===== src/hw/rtl/asn1_time_string_parser_unit_defines.svh =====
// ---------------------------------------------------------------------------
// ASN.1 time string parser assertion macros
// Concurrent assertion helpers; they compile to nothing when SYNTH is set.
// ---------------------------------------------------------------------------
`ifndef ASN1_TIME_STRING_PARSER_UNIT_DEFINES_SVH
`define ASN1_TIME_STRING_PARSER_UNIT_DEFINES_SVH

`ifndef SYNTH
`define ASN1TP_ASSERT_IMPLY(label, clk, rst_n, cond, expr) \
    label: assert property (@(posedge clk) disable iff (!rst_n) (cond) |-> (expr)) \
        else $error("asn1tp assertion failed");
`define ASN1TP_ASSERT_NEXT(label, clk, rst_n, cond, expr) \
    label: assert property (@(posedge clk) disable iff (!rst_n) (cond) |=> (expr)) \
        else $error("asn1tp assertion failed");
`else
`define ASN1TP_ASSERT_IMPLY(label, clk, rst_n, cond, expr)
`define ASN1TP_ASSERT_NEXT(label, clk, rst_n, cond, expr)
`endif

`endif


===== src/hw/rtl/asn1tp_pkg.sv =====
// ---------------------------------------------------------------------------
// ASN.1 time string parser package
// Parse state type, character codes, string positions and result codes.
// ---------------------------------------------------------------------------
`default_nettype none

package asn1tp_pkg;

    localparam logic [7:0] CHAR_ZERO  = 8'h30;
    localparam logic [7:0] CHAR_NINE  = 8'h39;
    localparam logic [7:0] CHAR_Z     = 8'h5a;
    localparam logic [7:0] CHAR_PLUS  = 8'h2b;
    localparam logic [7:0] CHAR_MINUS = 8'h2d;

    localparam logic [4:0] POS_START     = 5'd0;
    localparam logic [4:0] POS_CENT_LO   = 5'd1;
    localparam logic [4:0] POS_YEAR_HI   = 5'd2;
    localparam logic [4:0] POS_AFTER_MIN = 5'd12;
    localparam logic [4:0] POS_SEC_LO    = 5'd13;
    localparam logic [4:0] POS_AFTER_SEC = 5'd14;
    localparam logic [4:0] POS_OFF_H_HI  = 5'd15;
    localparam logic [4:0] POS_OFF_H_LO  = 5'd16;
    localparam logic [4:0] POS_OFF_M_HI  = 5'd17;
    localparam logic [4:0] POS_OFF_M_LO  = 5'd18;

    localparam logic [1:0] STATUS_OK        = 2'd0;
    localparam logic [1:0] STATUS_BAD_CHAR  = 2'd1;
    localparam logic [1:0] STATUS_TRUNCATED = 2'd2;

    localparam logic [1:0] ZONE_NONE    = 2'd0;
    localparam logic [1:0] ZONE_UTC     = 2'd1;
    localparam logic [1:0] ZONE_NUMERIC = 2'd2;

    localparam int NUM_FIELDS = 6;
    localparam int OUT_DATA_W = 72;

    typedef struct packed {
        logic [4:0]                 position;
        logic                       gen_fmt;
        logic [3:0]                 tens;
        logic [6:0]                 century;
        logic [NUM_FIELDS-1:0][6:0] fields;
        logic [1:0]                 zone;
        logic                       off_sign;
        logic [6:0]                 off_hours;
        logic [6:0]                 off_mins;
        logic [1:0]                 err;
        logic                       done;
    } t_state;

    localparam t_state STATE_RESET = '0;

endpackage

`default_nettype wire


===== src/hw/rtl/asn1tp_byte_step.sv =====
// ---------------------------------------------------------------------------
// ASN.1 time string parser byte step
// Next parse state from the current state and one string byte.
// ---------------------------------------------------------------------------
`default_nettype none

module asn1tp_byte_step (
    input  var asn1tp_pkg::t_state i_state,
    input  wire logic [7:0]        i_char,
    input  wire logic              i_gen_fmt,
    output asn1tp_pkg::t_state     o_state
);

    logic [4:0] pos;
    logic [3:0] digit;
    logic [6:0] pair;
    logic [4:0] field_off;
    logic [2:0] field_idx;
    logic       is_digit;
    logic       is_z;
    logic       is_sign;
    logic       zone_slot;

    assign digit     = i_char[3:0];
    assign is_digit  = (i_char >= asn1tp_pkg::CHAR_ZERO) && (i_char <= asn1tp_pkg::CHAR_NINE);
    assign is_z      = (i_char == asn1tp_pkg::CHAR_Z);
    assign is_sign   = (i_char == asn1tp_pkg::CHAR_PLUS) || (i_char == asn1tp_pkg::CHAR_MINUS);
    assign pair      = {3'b000, i_state.tens} * 7'd10 + {3'b000, digit};
    assign zone_slot = (pos == asn1tp_pkg::POS_AFTER_MIN) || (pos == asn1tp_pkg::POS_AFTER_SEC);
    assign field_off = pos - 5'd3;
    assign field_idx = field_off[3:1];

    always_comb begin
        pos = i_state.position;
        if (i_state.position == asn1tp_pkg::POS_START && !i_gen_fmt) begin
            pos = asn1tp_pkg::POS_YEAR_HI;
        end
    end

    always_comb begin
        o_state = i_state;
        if (i_state.err == asn1tp_pkg::STATUS_OK && !i_state.done) begin
            o_state.position = pos;
            if (i_state.position == asn1tp_pkg::POS_START) begin
                o_state.gen_fmt = i_gen_fmt;
            end
            if (zone_slot && is_z) begin
                o_state.zone = asn1tp_pkg::ZONE_UTC;
                o_state.done = 1'b1;
            end else if (zone_slot && is_sign) begin
                o_state.zone     = asn1tp_pkg::ZONE_NUMERIC;
                o_state.off_sign = (i_char == asn1tp_pkg::CHAR_MINUS);
                o_state.position = asn1tp_pkg::POS_OFF_H_HI;
            end else if (pos == asn1tp_pkg::POS_AFTER_SEC) begin
                o_state.done = 1'b1;
            end else if (!is_digit) begin
                o_state.err = asn1tp_pkg::STATUS_BAD_CHAR;
            end else if (pos < asn1tp_pkg::POS_AFTER_MIN) begin
                if (!pos[0]) begin
                    o_state.tens = digit;
                end else if (pos == asn1tp_pkg::POS_CENT_LO) begin
                    o_state.century = pair;
                end else begin
                    for (int k = 0; k < asn1tp_pkg::NUM_FIELDS - 1; k++) begin
                        if (field_idx == 3'(k)) begin
                            o_state.fields[k] = pair;
                        end
                    end
                end
                o_state.position = pos + 5'd1;
            end else begin
                case (pos) inside
                    asn1tp_pkg::POS_AFTER_MIN: begin
                        o_state.tens     = digit;
                        o_state.position = asn1tp_pkg::POS_SEC_LO;
                    end
                    asn1tp_pkg::POS_SEC_LO: begin
                        o_state.fields[asn1tp_pkg::NUM_FIELDS-1] = pair;
                        o_state.position = asn1tp_pkg::POS_AFTER_SEC;
                    end
                    asn1tp_pkg::POS_OFF_H_HI, asn1tp_pkg::POS_OFF_M_HI: begin
                        o_state.tens     = digit;
                        o_state.position = pos + 5'd1;
                    end
                    asn1tp_pkg::POS_OFF_H_LO: begin
                        o_state.off_hours = pair;
                        o_state.position  = asn1tp_pkg::POS_OFF_M_HI;
                    end
                    default: begin
                        o_state.off_mins = pair;
                        o_state.done     = 1'b1;
                    end
                endcase
            end
        end
    end

endmodule

`default_nettype wire


===== src/hw/rtl/asn1_time_string_parser_unit.sv =====
// ---------------------------------------------------------------------------
// ASN.1 time string parser
// Decodes UTCTime and GeneralizedTime strings into date, time and zone.
// ---------------------------------------------------------------------------
// The string arrives on the slave stream one ASCII byte per transfer, with
// tlast on its final byte and the format flag in tuser, taken on the first
// byte of each string. Every byte is folded into the parse state in the
// cycle of its transfer, so a byte can be taken in every cycle.
// On the transfer that carries tlast, one result is formed from the state
// after that byte and written into the output register; it appears on the
// master stream in the next cycle. The parse state returns to the start
// of a string at the same edge, so the next string may follow directly.
// Bytes flow at one per cycle; the only limit is the single output register.
// While a result waits because the receiver holds tready low, no byte is
// taken; the held result stays unchanged until its transfer.
// Reset clears the parse state and empties the output register.
// ---------------------------------------------------------------------------
`default_nettype none

`include "asn1_time_string_parser_unit_defines.svh"

module asn1_time_string_parser_unit (
    input  wire logic        i_clk,
    input  wire logic        i_rst_n,
    input  wire logic        s_axis_tvalid,
    output logic             s_axis_tready,
    // Fields from bit 0: char_byte[7:0].
    input  wire logic [7:0]  s_axis_tdata,
    input  wire logic        s_axis_tlast,
    // Fields from bit 0: gen_format[0].
    input  wire logic        s_axis_tuser,
    output logic             m_axis_tvalid,
    input  wire logic        m_axis_tready,
    // Fields from bit 0: status[1:0], year[15:2], month[22:16], day[29:23],
    // hour[36:30], minute[43:37], second[50:44], zone_kind[52:51],
    // offset_minutes[66:53], zero fill[71:67].
    output logic [asn1tp_pkg::OUT_DATA_W-1:0] m_axis_tdata
);

    asn1tp_pkg::t_state r_state;
    asn1tp_pkg::t_state n_state;

    logic                                r_out_valid;
    logic [asn1tp_pkg::OUT_DATA_W-1:0]   r_out_data;
    logic [asn1tp_pkg::OUT_DATA_W-1:0]   n_out_data;

    logic        in_xfer;
    logic [1:0]  status;
    logic [13:0] year;
    logic [13:0] offset_abs;
    logic [13:0] offset;

    asn1tp_byte_step u_step (
        .i_state   (r_state),
        .i_char    (s_axis_tdata),
        .i_gen_fmt (s_axis_tuser),
        .o_state   (n_state)
    );

    assign s_axis_tready = !r_out_valid || m_axis_tready;
    assign in_xfer       = s_axis_tvalid && s_axis_tready;

    always_comb begin
        if (n_state.err != asn1tp_pkg::STATUS_OK) begin
            status = n_state.err;
        end else if (n_state.done) begin
            status = asn1tp_pkg::STATUS_OK;
        end else begin
            status = asn1tp_pkg::STATUS_TRUNCATED;
        end
    end

    always_comb begin
        if (n_state.gen_fmt) begin
            year = {7'd0, n_state.century} * 14'd100 + {7'd0, n_state.fields[0]};
        end else begin
            year = {7'd0, n_state.fields[0]} + ((n_state.fields[0] > 7'd50) ? 14'd1900 : 14'd2000);
        end
    end

    assign offset_abs = {7'd0, n_state.off_hours} * 14'd60 + {7'd0, n_state.off_mins};

    always_comb begin
        offset = 14'd0;
        if (n_state.zone == asn1tp_pkg::ZONE_NUMERIC) begin
            offset = n_state.off_sign ? (14'd0 - offset_abs) : offset_abs;
        end
    end

    always_comb begin
        n_out_data = '0;
        n_out_data[1:0] = status;
        if (status == asn1tp_pkg::STATUS_OK) begin
            n_out_data[15:2]  = year;
            n_out_data[22:16] = n_state.fields[1];
            n_out_data[29:23] = n_state.fields[2];
            n_out_data[36:30] = n_state.fields[3];
            n_out_data[43:37] = n_state.fields[4];
            n_out_data[50:44] = n_state.fields[5];
            n_out_data[52:51] = n_state.zone;
            n_out_data[66:53] = offset;
        end
    end

    always_ff @(posedge i_clk) begin
        if (!i_rst_n) begin
            r_state <= asn1tp_pkg::STATE_RESET;
        end else if (in_xfer) begin
            r_state <= s_axis_tlast ? asn1tp_pkg::STATE_RESET : n_state;
        end
    end

    always_ff @(posedge i_clk) begin
        if (!i_rst_n) begin
            r_out_valid <= 1'b0;
        end else if (in_xfer && s_axis_tlast) begin
            r_out_valid <= 1'b1;
        end else if (m_axis_tready) begin
            r_out_valid <= 1'b0;
        end
    end

    always_ff @(posedge i_clk) begin
        if (in_xfer && s_axis_tlast) begin
            r_out_data <= n_out_data;
        end
    end

    assign m_axis_tvalid = r_out_valid;
    assign m_axis_tdata  = r_out_data;

    `ASN1TP_ASSERT_NEXT(a_last_gives_result, i_clk, i_rst_n, in_xfer && s_axis_tlast, m_axis_tvalid)
    `ASN1TP_ASSERT_NEXT(a_last_restarts, i_clk, i_rst_n, in_xfer && s_axis_tlast, r_state.position == asn1tp_pkg::POS_START && !r_state.done && r_state.err == asn1tp_pkg::STATUS_OK)
    `ASN1TP_ASSERT_IMPLY(a_fail_fields_zero, i_clk, i_rst_n, m_axis_tvalid && m_axis_tdata[1:0] != asn1tp_pkg::STATUS_OK, m_axis_tdata[asn1tp_pkg::OUT_DATA_W-1:2] == '0)
    `ASN1TP_ASSERT_IMPLY(a_position_range, i_clk, i_rst_n, 1'b1, r_state.position <= asn1tp_pkg::POS_OFF_M_LO)

endmodule

`default_nettype wire


===== config.mk =====
export PLATFORM = sky130hd
export DESIGN_NAME = asn1_time_string_parser_unit
export DESIGN_NICKNAME = d
export VERILOG_FILES = /design/src/hw/rtl/asn1tp_pkg.sv /design/src/hw/rtl/asn1tp_byte_step.sv /design/src/hw/rtl/asn1_time_string_parser_unit.sv
export VERILOG_INCLUDE_DIRS = /design/src /design/src/hw/rtl
export SDC_FILE = /design/constraint.sdc
export NUM_CORES = 1
export LEC_CHECK = 0
export ABC_AREA = 0
export BUFFER_PORTS_ARGS = -buffer_cell sky130_fd_sc_hd__buf_2
export CAP_MARGIN = 0
export CORE_MARGIN = 4
export CORE_UTILIZATION = 55
export CTS_BUF_LIST = sky130_fd_sc_hd__clkbuf_2
export CTS_CLUSTER_DIAMETER = 200
export CTS_CLUSTER_SIZE = 10
export DETAILED_ROUTE_END_ITERATION = 8
export HOLD_SLACK_MARGIN = 0.03
export PLACE_DENSITY = 0.75
export SLEW_MARGIN = 0
export SYNTH_ARGS = -nofsm -noshare
export SYNTH_HDL_FRONTEND = slang
export SYNTH_SLANG_ARGS = --single-unit

===== constraint.sdc =====
create_clock -name i_clk -period 9.45 [get_ports i_clk]
set_clock_uncertainty 0.05 [all_clocks]
set_input_delay 0.945 -clock i_clk [delete_from_list [all_inputs] [get_ports i_clk]]
set_output_delay 0.945 -clock i_clk [all_outputs]
set_load 0.03 [all_outputs]

==> impl_metrics.py, run 1 <==
metrics = {
    "cts": {
        "clock_sinks": 147,
        "clockBufferDepth": 2,
        "clk_pin_slew_ns": 0.24,
        "ctsResizeCount": 0,
        "cts_hold_buf": 0,
        "ctsRootBufferMaster": "clkbuf_2",
        "cts_setup_buffers": 0,
        "cts_tree": "done",
        "numCtsBuffers": 17,
        "htreeDepth": 4,
        "clk_latency_ns": 0.74,
    },
    "global_routing": {
        "grt_pass1_wl_mm": 38.4,
        "grt_pass1_vias": 7442,
        "grt_max_degree": 81,
        "globalRouteOverflowTotal": 0,
        "antenna_found_initial": 1,
        "grtUsageTotal_pct": 24.0,
    },
    "worst_hold_path": {
        "min_path_type": "register to register",
    },
    "drt": {
        "drtAntennaViolNets": 0,
        "drc": 0,
        "vias": 8023,
        "wirelength_mm": 24.0,
        "first_pass_iters": 5,
        "viasPerCell": 5.83,
        "wire_per_inst_um": 17.4,
        "drt_iter0_markers": 635,
    },
    "synthesis": {
        "synth_cell_types": 75,
        "ys.flop_type": "dfxtp_1",
        "synth_top_family_by_area": "simple AND/OR/NAND/NOR gates",
        "syn-cell-area_um2": 9730,
        "synth_cells": 1081,
        "synth-simple-area-share_pct": 21.4,
        "async_flop_share_pct": 0,
        "synthMuxAreaShare_pct": 2.61,
        "synth-edff-count": 67,
        "yosysSeqAreaShare_pct": 37.1,
        "avgSynthCellArea_um2": 9.00,
        "yosysWarnings": 0,
        "synthAdderAreaFrac_pct": 11.5,
        "synth_xor_area_share_pct": 4.59,
        "synth_compound_area_share_pct": 18.1,
        "ys_seq_elements": 147,
    },
    "critical_path": {
        "critPathKind": "register to register",
        "required_ns": 10.01,
        "cp-start-kind": "register",
        "critPathCaptureType": "register",
        "cpMaxStageDelayCell": "dfxtp_1",
        "crit_buf_inv": 1,
        "slowest_delay_ns": 0.74,
        "critPathTopFamily": "simple AND/OR/NAND/NOR gates",
        "arrival_ns": 7.93,
        "critPathMaxFanout": 17,
    },
    "floorplanning": {
        "coreArea_um2": 17300,
        "dieWidth_um": 141,
        "floorplan.initialDensity_pct": 56.3,
        "pin_count": 88,
        "rows": 48,
        "die-area_um2": 19900,
        "fp.dieH_um": 141,
    },
    "final_layout": {
        "final-seq-area_um2": 3610,
        "drive_gt1_share_pct": 13.9,
        "fin_util_pct": 60.8,
        "fin_nets": 1230,
        "instances_no_fill": 1376,
        "area_growth_pct": 8.07,
        "nFillCells": 1521,
        "multi_input_area_um2": 5700,
    },
    "pwr": {
        "power.total_mw": 1.17,
        "leakage_nw": 4.04,
        "ir_drop_mv": 0.0731,
        "p_per_area_nw_per_um2": 111,
    },
    "timing": {
        "timing.fmax_mhz": 136,
        "drv_slew": 0,
        "worstMarginPinSlew_ns": 1.02,
        "fin_crit_ns": 7.37,
        "setup_violations": 0,
        "rsz0062_at_grt": "false",
        "finalCritPeriodShare_pct": 78.0,
        "slew_headroom_pct": 31.6,
        "tns_ns": 0,
        "hold_viol": 0,
    },
    "run": {
        "maxCapViolCount": 0,
    },
    "place": {
        "port_buffers": 82,
        "gp_congestion": 0.914,
        "dp_hpwl_mm": 17.3,
        "place_inst": 1343,
    },
    "run_status": {
        "status": "completed",
    },
}
power breakdown:
| group | switching, mW | leakage [nW] | internal [mW] |
|---|---|---|---|
| clock network | 0.265 | 0.147 | 0.109 |
| registers | 0.00374 | 1.27 | 0.676 |
| logic | 0.0859 | 2.62 | 0.0279 |
| total | 0.354 | 4.04 | 0.813 |
Yosys cell counts, drive strengths merged (3+ instances only):
cell type  number  area [um2]
ha             63         788
nor2           89         342
and2            8        50.1
buf            16         101
o21ai          63         315
mux2i          13         130
o21a            5        37.5
nand3b          3        22.5
nand4b          3        26.3
dfxtp          80        1600
nor4            3        18.8
a22oi          58         435
a21boi          6        45.0
a31oi           4        25.0
o211ai          3        22.5
mux2           11         124
xor2           22         193
a21oi          79         395
o21bai          4        30.0
or4b            3        30.0
nand2         103         387
or2             5        31.3
nor2b          82         513
nand4           7        43.8
nor3           23         131
inv            50         188
xnor2          29         254
nand2b         13        81.3
a32oi          12         105
nor4b           6        80.1
or3            11        68.8
nand3          18        95.1
a21o           14         105
a211oi         10        92.6
fa             16         320
clkbuf         43         164
edfxtp         67        2010
nor3b           8        65.1
per-layer routing:
metal | GRT usage, % | up-vias | routed length [um]
met5 | 0 | - | 0
met4 | 8.01 | 0 | 563
met3 | 4.61 | 40 | 1340
met2 | 39.3 | 234 | 11400
met1 | 32.1 | 3796 | 10600
li1 | - | 3953 | -
cell type report:
cell class	count	share of cell area, %
Tap cell	225	2.68
Antenna cell	1	0.0238
Clock inverter	15	1.53
Sequential cell	147	34.4
Timing Repair Buffer	92	4.62
Multi-Input combinational cell	829	54.2
Clock buffer	17	0.809
Inverter	50	1.78
worst min-delay path: stages, from the launching register on:
cell and delay, ns:
dfxtp_1 0.39, nand2_1 0.06, a21boi_0 0.06
through the flow:
step	hold slack [ns]	worst slack (ns)	instance area, um2
2_1_floorplan	0.390	2.96	9750
3_3_place_gp	0.427	2.39	10300
3_5_place_dp	0.435	2.12	10300
4_1_cts	0.445	2.12	10500
5_1_grt	0.443	1.68	10500
6_report	0.466	2.08	10500
cell usage in the layout (no fill, tap or decap), types with 5 or more instances in the layout:
| master | Yosys | layout |
|---|---|---|
| nand4_1 | 7 | 7 |
| nand2b_1 | 13 | 13 |
| buf_2 | 9 | 82 |
| inv_1 | 50 | 49 |
| and2_1 | 8 | 8 |
| edfxtp_1 | 67 | 67 |
| nor3b_1 | 7 | 7 |
| o21ai_0 | 54 | 54 |
| o21ai_1 | 9 | 9 |
| nand3_1 | 17 | 17 |
| nor2_1 | 86 | 85 |
| buf_4 | 6 | 10 |
| nor2b_1 | 82 | 82 |
| mux2i_1 | 13 | 13 |
| a21o_1 | 14 | 14 |
| a22oi_1 | 58 | 58 |
| nand2_1 | 103 | 103 |
| dfxtp_1 | 80 | 80 |
| fa_1 | 16 | 16 |
| or3_1 | 11 | 11 |
| ha_1 | 63 | 63 |
| a21oi_1 | 79 | 79 |
| o21a_1 | 5 | 5 |
| a21boi_0 | 6 | 6 |
| clkbuf_2 | 2 | 17 |
| xnor2_1 | 29 | 29 |
| a211oi_1 | 8 | 8 |
| inv_6 | 0 | 7 |
| xor2_1 | 22 | 22 |
| nor3_1 | 21 | 21 |
| mux2_2 | 11 | 11 |
| conb_1 | 1 | 5 |
| a32oi_1 | 12 | 12 |
final timing paths:
kind | from | endpoint | slack [ns] | cells after the start
hold reg to reg | r_state[11] | r_state[11] | 0.47 | 2
hold / removal | r_state[11] | r_state[11] | 0.47 | 2
setup reg to reg | r_state[76] | m_axis_tdata[64] | 2.08 | 25
setup / recovery | r_state[76] | m_axis_tdata[64] | 2.08 | 25
flip-flops by register name (all words and copies together) (netlist names):
name and count:
r_state 79, m_axis_tvalid 1, m_axis_tdata 67
cell families (layout without fill, tap and decap cells):
logic type      count (synthesis)  after routing
compound gates                273            273
fa+ha+maj                      80             80
mux                            24             24
other cells                     1              6
xor+xnor                       51             51
buf+inv                       109            174
flops                         147            147
simple gates                  396            396
No activity file was read; power rests on OpenSTA's default activity.
==> inputs of run 2 (changes only) <==
PLACE_DENSITY = 0.78   (was 0.75)
clock period = 6 ns   (was 9.45 ns; I/O delays follow)
==> run 2 against run 1 <==
- die area unchanged
- register-to-register slack worse by 2.0 ns
- largest cell class unchanged
- maximum frequency grew 24%
- critical path type unchanged
- wire length increased by 7.8%
==> impl_metrics.py, run 2 (synthesis gave the netlist of run 1 again) <==
metrics = {
    "final_layout": {
        "fin_nets": 1304,
        "finish.instance_area_um2": 11400,
        "area_growth_pct": 17.0,
        "fin_util_pct": 65.8,
        "regMostFlops": "r_state",
        "layout_commonest_cell": "nand2_1",
        "largest_reg_flops": 79,
        "final_cell_mix": "nand2_1 (102), nor2_1 (83), nor2b_1 (82), buf_2 (82), buf_4 (82)",
        "drive_gt1_share_pct": 23.0,
    },
    "pwr": {
        "netSwitchingFraction_pct": 28.3,
        "p_int_mw": 1.36,
        "power.total_mw": 1.89,
        "p_per_area_nw_per_um2": 166,
        "power_frac_seq_pct": 56.6,
        "ir_drop_mv": 0.117,
        "pwr-share-clk_pct": 33.4,
        "comb_power_share_pct": 10.0,
        "leakage_nw": 4.47,
        "p_sw_uw": 534,
    },
    "timing": {
        "setup_violations": 0,
        "timing.fmax_mhz": 168,
        "worstMarginPinSlew_ns": 1.02,
        "hold_viol": 0,
        "slew_headroom_pct": 31.7,
        "finalCritPeriodShare_pct": 99.1,
        "fin_crit_ns": 5.95,
        "rsz0062_at_grt": "true",
        "drv_slew": 0,
        "layout_setup_ws_ns": 0.0512,
    },
    "floorplanning": {
        "fp.dieH_um": 141,
        "dieWidth_um": 141,
        "rows": 48,
        "die-area_um2": 19900,
        "pin_count": 88,
        "floorplan.initialDensity_pct": 56.3,
        "coreArea_um2": 17300,
    },
    "cts": {
        "cts_tree": "done",
        "ctsRootBufferMaster": "clkbuf_2",
        "clk_latency_ns": 0.74,
        "clock_sinks": 147,
        "numCtsBuffers": 17,
        "clk_pin_slew_ns": 0.23,
        "cts_hold_buf": 0,
        "htreeDepth": 4,
        "clockBufferDepth": 2,
    },
    "drt": {
        "dr.max_layer_used": "met4",
        "met3_length_mm": 1.61,
        "drtAntennaViolNets": 0,
        "met2WireLength_mm": 12.7,
        "drt_iter0_markers": 618,
        "wire_per_inst_um": 17.8,
        "vias": 8570,
        "wirelength_mm": 25.8,
        "wl_met1_mm": 10.9,
        "first_pass_iters": 5,
        "drc": 0,
        "viasPerCell": 5.91,
    },
    "place": {
        "place_ws_ns": -0.171,
        "dpl_cell_area_um2": 10800,
        "port_buffers": 82,
        "dp_hpwl_mm": 18.3,
        "gp_congestion": 0.953,
    },
    "run_status": {
        "status": "completed",
    },
    "global_routing": {
        "grt_pass1_wl_mm": 40.4,
        "grtUsageTotal_pct": 25.2,
        "antenna_found_initial": 1,
        "grt_max_degree": 81,
        "globalRouteOverflowTotal": 0,
        "grt_pass1_vias": 7946,
    },
    "critical_path": {
        "cpMaxStageDelayCell": "fa_2",
        "crit_buf_inv": 3,
        "cp-start-kind": "register",
        "critPathCaptureType": "register",
        "critPathTopFamily": "simple AND/OR/NAND/NOR gates",
        "arrival_ns": 6.48,
        "slowest_delay_ns": 0.50,
        "required_ns": 6.54,
        "critPathKind": "register to register",
        "critPathMaxFanout": 6,
    },
    "run": {
        "maxCapViolCount": 0,
    },
    "worst_hold_path": {
        "min_path_type": "input port to register",
    },
}
run 2: changes by cell type in the layout (fill, tap and decap cells not counted), moves of 4 or more:
cell	delta
o21ai_1	+4
a21oi_2	+7
a21oi_1	-7
buf_4	+72
o21ai_0	-7
ha_1	-4
run 2: metrics by stage:
stage / setup TNS [ns] / hold slack, ns / cells
finish: 0 / 0.142 / 1450
global route: -0.934 / 0.0973 / 1450
CTS: 0 / 0.109 / 1440
detailed placement: -0.585 / 0.442 / 1408
global placement: -0.0391 / 0.439 / 1408
floorplan: 0 / 0.422 / 1085
run 2: path summary, 6_finish.rpt:
check / slack, ns / cells after the start / startpoint / endpoint
worst max-delay path: 0.05 / 27 / r_state[78] / m_axis_tdata[64]
worst min register to register: 0.49 / 2 / r_state[11] / r_state[11]
worst max register to register: 0.05 / 27 / r_state[78] / m_axis_tdata[64]
worst min-delay path: 0.14 / 3 / m_axis_tready / m_axis_tvalid
run 2: area by class of cell:
cell class / count / area, um2
antenna: 1 / 2.50
clock buffer: 19 / 95.1
clock inverter: 13 / 171
fill: 1390 / 5910
inverter: 50 / 190
multi-input combinational: 829 / 5970
sequential: 147 / 3620
tap: 225 / 282
timing repair buffer: 166 / 1070
run 2: repair_timing:
action | CTS | global route
buffers inserted | 0 | 9
resized for setup | 1 | 57
hold endpoints to repair | 0 | 0
endpoints found under the setup margin | 1 | 10
pin swaps | 0 | 28
run 2: per-layer routing:
layer / vias up / GRT usage (%)
met5: - / 0
met4: 0 / 8.36
met3: 58 / 4.61
met2: 301 / 42.9
met1: 4102 / 32.5
li1: 4109 / -
run 2: power by group through the flow:
stage	combinational, mW	sequential, mW	clock (mW)
floorplan	0.0837	1.13	0
detailed placement	0.184	1.09	0
global placement	0.184	1.09	0
global route	0.201	1.07	0.680
finish	0.190	1.07	0.632
CTS	0.185	1.07	0.634
run 2: tightest hold or removal path, stage by stage:
cell	delay [ns]
buf_2	0.07
nand2b_1	0.15
a21boi_0	0.10
